**src/hdl/bgc_pkg.sv**
```systemverilog
`timescale 1ns / 1ps
// ----------------------------------------------------------------------------
// Button gesture classifier package
// Shared request types, configuration record, event codes and register map.
// ----------------------------------------------------------------------------
package bgc_pkg;

    localparam int CFG_BITS  = 16;
    localparam int DUR_BITS  = 16;
    localparam int IDX_BITS  = 3;

    localparam logic [CFG_BITS-1:0] DEBOUNCE_RESET = 16'd50;
    localparam logic [CFG_BITS-1:0] CLICK_RESET    = 16'd300;
    localparam logic [CFG_BITS-1:0] SETTING_RESET  = 16'd3000;
    localparam logic [CFG_BITS-1:0] FEEDING_RESET  = 16'd6000;
    localparam logic [CFG_BITS-1:0] DOUBLE_RESET   = 16'd400;

    localparam logic [IDX_BITS-1:0] REG_DEBOUNCE = 3'd0;
    localparam logic [IDX_BITS-1:0] REG_CLICK    = 3'd1;
    localparam logic [IDX_BITS-1:0] REG_SETTING  = 3'd2;
    localparam logic [IDX_BITS-1:0] REG_FEEDING  = 3'd3;
    localparam logic [IDX_BITS-1:0] REG_DOUBLE   = 3'd4;

    typedef enum logic [2:0] {
        EV_NONE    = 3'd0,
        EV_CLICK   = 3'd1,
        EV_DOUBLE  = 3'd2,
        EV_SETTING = 3'd3,
        EV_FEEDING = 3'd4,
        EV_STOP    = 3'd5
    } event_t;

    typedef struct packed {
        logic switch_level;
        logic feeding_active;
        logic take_event;
    } in_t;

    typedef struct packed {
        logic [2:0]          event_code;
        logic [DUR_BITS-1:0] press_duration;
    } out_t;

    typedef struct packed {
        logic [CFG_BITS-1:0] debounce_lim;
        logic [CFG_BITS-1:0] click_max_ms;
        logic [CFG_BITS-1:0] hold_setting_ms;
        logic [CFG_BITS-1:0] hold_feeding_ms;
        logic [CFG_BITS-1:0] double_click_ms;
    } cfg_t;

endpackage

```
**src/hdl/bgc_cfg_regs.sv**
```systemverilog
`timescale 1ns / 1ps
// ----------------------------------------------------------------------------
// Button gesture classifier configuration registers
// Holds the five timing thresholds and decodes the plain write port.
// ----------------------------------------------------------------------------
module bgc_cfg_regs (
    input  logic                          aclk,
    input  logic                          aresetn,
    input  logic                          cfg_we,
    input  logic [bgc_pkg::IDX_BITS-1:0]  cfg_index,
    input  logic [bgc_pkg::CFG_BITS-1:0]  cfg_wdata,
    output bgc_pkg::cfg_t                 cfg
);
    import bgc_pkg::*;

    cfg_t cfg_reg;
    cfg_t cfg_next;

    always_comb begin
        cfg_next = cfg_reg;
        if (cfg_we) begin
            unique case (cfg_index)
                REG_DEBOUNCE: cfg_next.debounce_lim    = cfg_wdata;
                REG_CLICK:    cfg_next.click_max_ms    = cfg_wdata;
                REG_SETTING:  cfg_next.hold_setting_ms = cfg_wdata;
                REG_FEEDING:  cfg_next.hold_feeding_ms = cfg_wdata;
                REG_DOUBLE:   cfg_next.double_click_ms = cfg_wdata;
                default: begin
                end
            endcase
        end
    end

    always_ff @(posedge aclk) begin
        if (!aresetn) begin
            cfg_reg.debounce_lim    <= DEBOUNCE_RESET;
            cfg_reg.click_max_ms    <= CLICK_RESET;
            cfg_reg.hold_setting_ms <= SETTING_RESET;
            cfg_reg.hold_feeding_ms <= FEEDING_RESET;
            cfg_reg.double_click_ms <= DOUBLE_RESET;
        end else begin
            cfg_reg <= cfg_next;
        end
    end

    assign cfg = cfg_reg;

endmodule

```
**src/hdl/bgc_engine.sv**
```systemverilog
`timescale 1ns / 1ps
// ----------------------------------------------------------------------------
// Button gesture classifier engine
// Debounce, press timing, gesture classification and the result register.
// ----------------------------------------------------------------------------
module bgc_engine #(
    parameter int TIMER_BITS = 16
) (
    input  logic           aclk,
    input  logic           aresetn,
    input  bgc_pkg::cfg_t  cfg,
    input  logic           s_valid,
    output logic           s_ready,
    input  bgc_pkg::in_t   s_data,
    output logic           m_valid,
    input  logic           m_ready,
    output bgc_pkg::out_t  m_data
);
    import bgc_pkg::*;

    localparam int CW = (TIMER_BITS > CFG_BITS) ? TIMER_BITS : CFG_BITS;

    typedef logic [TIMER_BITS-1:0] timer_t;

    logic   last_reg, last_next;
    timer_t stable_reg, stable_next;
    logic   pressed_reg, pressed_next;
    timer_t press_reg, press_next;
    logic   await_reg, await_next;
    timer_t window_reg, window_next;
    event_t pending_reg, pending_next;
    logic   m_valid_reg;
    out_t   out_reg, out_next;
    logic   s_accept;
    logic   trusted;
    logic [CW-1:0] dur_ext;

    function automatic timer_t sat_inc(input timer_t t);
        return (&t) ? t : TIMER_BITS'(t + 1'b1);
    endfunction

    assign s_ready  = !m_valid_reg || m_ready;
    assign s_accept = s_valid && s_ready;

    always_comb begin
        press_next   = pressed_reg ? sat_inc(press_reg) : press_reg;
        window_next  = await_reg ? sat_inc(window_reg) : window_reg;
        pressed_next = pressed_reg;
        await_next   = await_reg;
        pending_next = pending_reg;
        last_next    = last_reg;
        out_next     = '0;

        if (s_data.switch_level != last_reg) begin
            last_next   = s_data.switch_level;
            stable_next = '0;
        end else begin
            stable_next = sat_inc(stable_reg);
        end

        trusted = CW'(stable_next) > CW'(cfg.debounce_lim);

        if (trusted) begin
            if (!last_next && !pressed_reg) begin
                pressed_next = 1'b1;
                press_next   = '0;
            end else if (!last_next) begin
                if (CW'(press_next) >= CW'(cfg.hold_feeding_ms) && pending_reg == EV_NONE) begin
                    pending_next = EV_FEEDING;
                end
            end else if (pressed_reg) begin
                pressed_next = 1'b0;
                if (CW'(press_next) < CW'(cfg.click_max_ms)) begin
                    if (await_reg && CW'(window_next) < CW'(cfg.double_click_ms)) begin
                        pending_next = EV_DOUBLE;
                        await_next   = 1'b0;
                    end else begin
                        await_next  = 1'b1;
                        window_next = '0;
                    end
                end else if (CW'(press_next) > CW'(cfg.hold_setting_ms)
                             && CW'(press_next) < CW'(cfg.hold_feeding_ms)) begin
                    if (pending_reg == EV_NONE) begin
                        pending_next = EV_SETTING;
                    end
                end else if (CW'(press_next) >= CW'(cfg.hold_feeding_ms)) begin
                    if (s_data.feeding_active) begin
                        pending_next = EV_STOP;
                    end
                end
            end
        end

        if (await_next && CW'(window_next) > CW'(cfg.double_click_ms)) begin
            await_next   = 1'b0;
            pending_next = EV_CLICK;
        end

        if (s_data.take_event) begin
            out_next.event_code = pending_next;
            pending_next        = EV_NONE;
        end

        dur_ext = pressed_next ? CW'(press_next) : '0;
        out_next.press_duration = (dur_ext > CW'({DUR_BITS{1'b1}})) ?
                                  {DUR_BITS{1'b1}} : dur_ext[DUR_BITS-1:0];
    end

    always_ff @(posedge aclk) begin
        if (!aresetn) begin
            last_reg    <= 1'b1;
            stable_reg  <= '0;
            pressed_reg <= 1'b0;
            press_reg   <= '0;
            await_reg   <= 1'b0;
            window_reg  <= '0;
            pending_reg <= EV_NONE;
            m_valid_reg <= 1'b0;
        end else begin
            if (s_accept) begin
                last_reg    <= last_next;
                stable_reg  <= stable_next;
                pressed_reg <= pressed_next;
                press_reg   <= press_next;
                await_reg   <= await_next;
                window_reg  <= window_next;
                pending_reg <= pending_next;
                m_valid_reg <= 1'b1;
            end else if (m_ready) begin
                m_valid_reg <= 1'b0;
            end
        end
    end

    always_ff @(posedge aclk) begin
        if (s_accept) begin
            out_reg <= out_next;
        end
    end

    assign m_valid = m_valid_reg;
    assign m_data  = out_reg;

`ifndef SYNTH
    a_no_event_without_take: assert property (@(posedge aclk) disable iff (!aresetn)
        s_accept && !s_data.take_event |=> out_reg.event_code == EV_NONE)
        else $error("event reported without a take request");

    a_take_clears_pending: assert property (@(posedge aclk) disable iff (!aresetn)
        s_accept && s_data.take_event |=> pending_reg == EV_NONE)
        else $error("pending event survived a take request");

    a_released_zero_duration: assert property (@(posedge aclk) disable iff (!aresetn)
        m_valid_reg && !pressed_reg |-> out_reg.press_duration == '0)
        else $error("nonzero press duration while released");
`endif

endmodule

```
**src/hdl/button_gesture_classifier_core.sv**
```systemverilog
`timescale 1ns / 1ps
// ----------------------------------------------------------------------------
// Button gesture classifier core
// Debounces a switch and reports click, double click and hold gestures.
// ----------------------------------------------------------------------------
// Each request is one millisecond tick and yields exactly one result. A tick
// is classified by the combinational engine logic that lies between the state
// registers and the result register, so a new request is taken every cycle
// while the result register is empty or being drained. Timers are TIMER_BITS
// wide and saturate; the user must write thresholds through the plain write
// port only while no request is in flight, as the block does not enforce it.
module button_gesture_classifier_core #(
    parameter int TIMER_BITS = 16
) (
    input  logic                          aclk,
    input  logic                          aresetn,
    input  logic                          cfg_we,
    input  logic [bgc_pkg::IDX_BITS-1:0]  cfg_index,
    input  logic [bgc_pkg::CFG_BITS-1:0]  cfg_wdata,
    input  logic                          s_valid,
    output logic                          s_ready,
    input  bgc_pkg::in_t                  s_data,
    output logic                          m_valid,
    input  logic                          m_ready,
    output bgc_pkg::out_t                 m_data
);
    import bgc_pkg::*;

    cfg_t cfg;

    bgc_cfg_regs u_cfg_regs (
        .aclk      (aclk),
        .aresetn   (aresetn),
        .cfg_we    (cfg_we),
        .cfg_index (cfg_index),
        .cfg_wdata (cfg_wdata),
        .cfg       (cfg)
    );

    bgc_engine #(
        .TIMER_BITS (TIMER_BITS)
    ) u_engine (
        .aclk    (aclk),
        .aresetn (aresetn),
        .cfg     (cfg),
        .s_valid (s_valid),
        .s_ready (s_ready),
        .s_data  (s_data),
        .m_valid (m_valid),
        .m_ready (m_ready),
        .m_data  (m_data)
    );

endmodule

```
**config.mk**
```make
export PLATFORM = sky130hd
export DESIGN_NAME = button_gesture_classifier_core
export DESIGN_NICKNAME = d
export VERILOG_FILES = /design/src/hdl/bgc_pkg.sv /design/src/hdl/bgc_cfg_regs.sv /design/src/hdl/bgc_engine.sv /design/src/hdl/button_gesture_classifier_core.sv
export SDC_FILE = /design/constraint.sdc
export NUM_CORES = 1
export LEC_CHECK = 0
export ABC_AREA = 1
export ABC_CLOCK_PERIOD_IN_PS = 5550
export BUFFER_PORTS_ARGS = -buffer_cell sky130_fd_sc_hd__buf_2
export CAP_MARGIN = 20
export CORE_MARGIN = 2
export CORE_UTILIZATION = 60
export CTS_BUF_LIST = sky130_fd_sc_hd__clkbuf_4 sky130_fd_sc_hd__clkbuf_8 sky130_fd_sc_hd__clkbuf_16
export CTS_CLUSTER_SIZE = 10
export DETAILED_ROUTE_END_ITERATION = 7
export PLACE_DENSITY = 0.87
export SLEW_MARGIN = 0
export SYNTH_ARGS = -nofsm -noshare
export SYNTH_HDL_FRONTEND = slang
export SYNTH_SLANG_ARGS = --single-unit
```
**constraint.sdc**
```tcl
create_clock -name aclk -period 5.55 [get_ports aclk]
set_input_delay 0.555 -clock aclk [delete_from_list [all_inputs] [get_ports aclk]]
set_output_delay 0.555 -clock aclk [all_outputs]
set_load 0.05 [all_outputs]
```
==> flow_summary.yaml <==
status:
  status: "finished clean"
routing:
  drt_wl_total_microns: 23900
  avgViaCountPerCell: 5.86
  avgRoutedWirePerCell_microns: 16.1
  first_pass_iters: 6
  ant_nets: 0
  drc: 0
  drtIter0Drc: 1066
  vias: 8668
timing:
  tightest_slew_ps: 1020
  relSlewSlack_pct: 31.8
  fin_crit_ps: 5170
  fin_worst_skew_ps: 8.80
  finalSetupViolCount: 0
  hold_violations: 0
  max_freq_mhz: 193
  drv_slew: 0
  finalCritPeriodShare_pct: 93.2
clocking:
  cts_tree: "built"
  cts_max_level: 4
  numCtsBuffers: 17
  clockBufferDepth: 2
  clock_latency_ps: 430
  clk_pin_slew_ps: 60
  cts_sinks: 154
  root_buffer: "clkbuf_16"
  cts-hold-fix-buffers: 0
power:
  leakagePower_nw: 4.86
  ir_worst_vdd_v: 0.000232
  powerDensity_nw_per_um2: 292
synthesis:
  synth.area.top_cells: "dfxtp_1, ha_1, a21oi_1"
  synth_top_family_by_area: "compound AO/OA/AOI/OAI gates"
  synthAdderAreaFrac_pct: 13.5
  synth_area_sq_um: 9170
  netlist_instances: 1239
  yosys_warnings: 0
  synthMuxAreaShare_pct: 0.109
  yosys.area.top_type: "dfxtp_1"
  ys_seq_area_share_pct: 35.7
  synth_nets: 1365
  synth_xor_area_share_pct: 2.86
  avgSynthCellArea_sq_um: 7.40
  synth-simple-area-share_pct: 17.9
  ys_ff_latch: 154
  synth.distinct_cells: 44
  synth_top_area_share_pct: 29.5
  synth-compound-area-share_pct: 19.9
layout:
  final_common_cell: "inv_1"
  n_fill_cell: 1161
  stdcell_area_sq_um: 10300
  layout.cells.non_filler: 1480
  syn_to_final_growth_pct: 11.8
  final_cell_mix: "inv_1, nand2_1, a21oi_1"
  diodes: 0
  largest_register_ffs: 80
  nets: 1405
  layout-drive-gt1-share_pct: 11.5
worst_setup_path:
  critical_path_buf_inv_count: 9
  reg2reg_slack_ps: 380
  critical-path-max-stage-delay_ps: 370
  rr_endpoint: "u_engine.m_data[17]"
  required_ps: 5730
  crit_path_max_fanout: 17
  endpoint_kind: "register"
  reg2reg_from: "u_engine.stable_reg[0]"
  r2r_cells: 44
  path_class: "reg -> reg"
  cp.arrival_ps: 5350
  worst_path_most_repeated_cell: "nor2_1"
  cp_slowest_cell: "dfxtp_2"
  path_delay_family: "simple AND/OR/NAND/NOR gates"
  startpoint_type: "register"
die:
  ios: 48
  die_w_microns: 128
  die_area_sq_um: 16300
  rows: 45
  die_h_microns: 128
  core_sq_um: 15100
  start_util_pct: 60.8
global_route:
  grt_pass1_vias: 7882
  gr-total-overflow: 0
  grt_pass1_wl_microns: 38000
  grt_max_degree: 117
  grt_usage_pct: 29.0
  grt_antenna_before_repair: 0
placed_design:
  gp_congestion: 0.896
  port_buffers: 47
  dp_cells: 1443
  dpl_cell_area_sq_um: 9550
  dp_hpwl_microns: 16300
worst_hold_path:
  holdCritStartpoint: "m_ready"
  min_to: "u_engine.m_valid"
  hold_depth: 4
  hold_path.class: "in -> reg"
job:
  maxCapViolations: 0
## where the power goes
part           switching (W)  internal [W]
combinational       0.000428      0.000205
sequential         0.0000415       0.00119
clock               0.000499      0.000625
total               0.000968       0.00202
## worst register-to-register path, delay by kind of cell, from the launching register on
family	cells	cell delay, ps
simple gates	26	2580
buf+inv	9	660
flops	1	370
compound gates	6	600
fa+ha+maj	3	730
## cells by family (layout without fill, tap and decap cells)
logic type               count (synthesis)  after routing
adder cells (fa/ha/maj)                 99             99
AND/OR/NAND/NOR                        375            375
multiplexers                             1              1
AO/OA/AOI/OAI                          335            335
XOR/XNOR                                30             30
buffers and inverters                  245            298
flip-flops                             154            154
## routing by layer
layer / GRT usage, % / vias to the layer above / wire length, microns
met5: 0 / - / 0
met4: 12.2 / 0 / 929
met3: 5.84 / 82 / 2140
met2: 47.4 / 395 / 11100
met1: 37.5 / 3996 / 9690
li1: - / 4195 / -
## per-stage QoR
stage / power [W] / worst slack, ps / util [%] / TNS, ps / hold WS (ps)
global placement: 0.00182 / 492 / 63.3 / 0 / 449
CTS: 0.00297 / 152 / 67.1 / 0 / 440
detailed placement: 0.00185 / 214 / 63.3 / 0 / 454
global route: 0.00312 / -146 / 68.0 / -601 / 460
floorplan: 0.00169 / 826 / - / 0 / 435
finish: 0.00299 / 380 / 68.0 / 0 / 448
## worst max path at each step
stage,start,endpoint,cells past startpoint
after floorplan,u_engine.stable_reg[0],u_engine.m_data[17],39
after global placement,u_engine.stable_reg[0],u_engine.m_data[16],37
after detailed placement,u_engine.stable_reg[0],u_engine.m_data[17],38
after CTS,u_engine.stable_reg[0],u_engine.m_data[17],38
after global routing,u_engine.stable_reg[0],u_engine.m_data[17],44
final,u_engine.stable_reg[0],u_engine.m_data[17],44
## final cells by class
class / count / area, sq um / area share (%)
clock buffers: 17 / 425 / 4.15
clock inverters: 15 / 139 / 1.35
inverters: 205 / 769 / 7.50
multi-input cells: 840 / 5070 / 49.4
flip-flops and latches: 154 / 3280 / 31.9
well taps: 188 / 235 / 2.29
repair buffers: 61 / 340 / 3.32
## Yosys cell counts, drive strengths merged
library cell / number
a21boi: 2
a31oi: 1
nor4: 7
ha: 99
o221a: 1
a21o: 3
xor2: 20
clkinv: 2
o21a: 3
nor3: 18
or2: 1
buf: 1
mux2i: 1
a2111oi: 1
clkbuf: 39
nand4: 18
a221oi: 1
a21oi: 157
o211ai: 22
dfxtp: 135
inv: 203
nor2: 98
nand2: 200
and3: 1
o21ai: 130
xnor2: 10
nand3: 32
o21bai: 2
edfxtp: 19
a211oi: 12
## what timing repair did
action,CTS,global route
endpoints found under the setup margin,0,7
resized for setup,0,28
buffers inserted,0,5
hold endpoints to repair,0,0
Power figures use the tool's default switching activity.
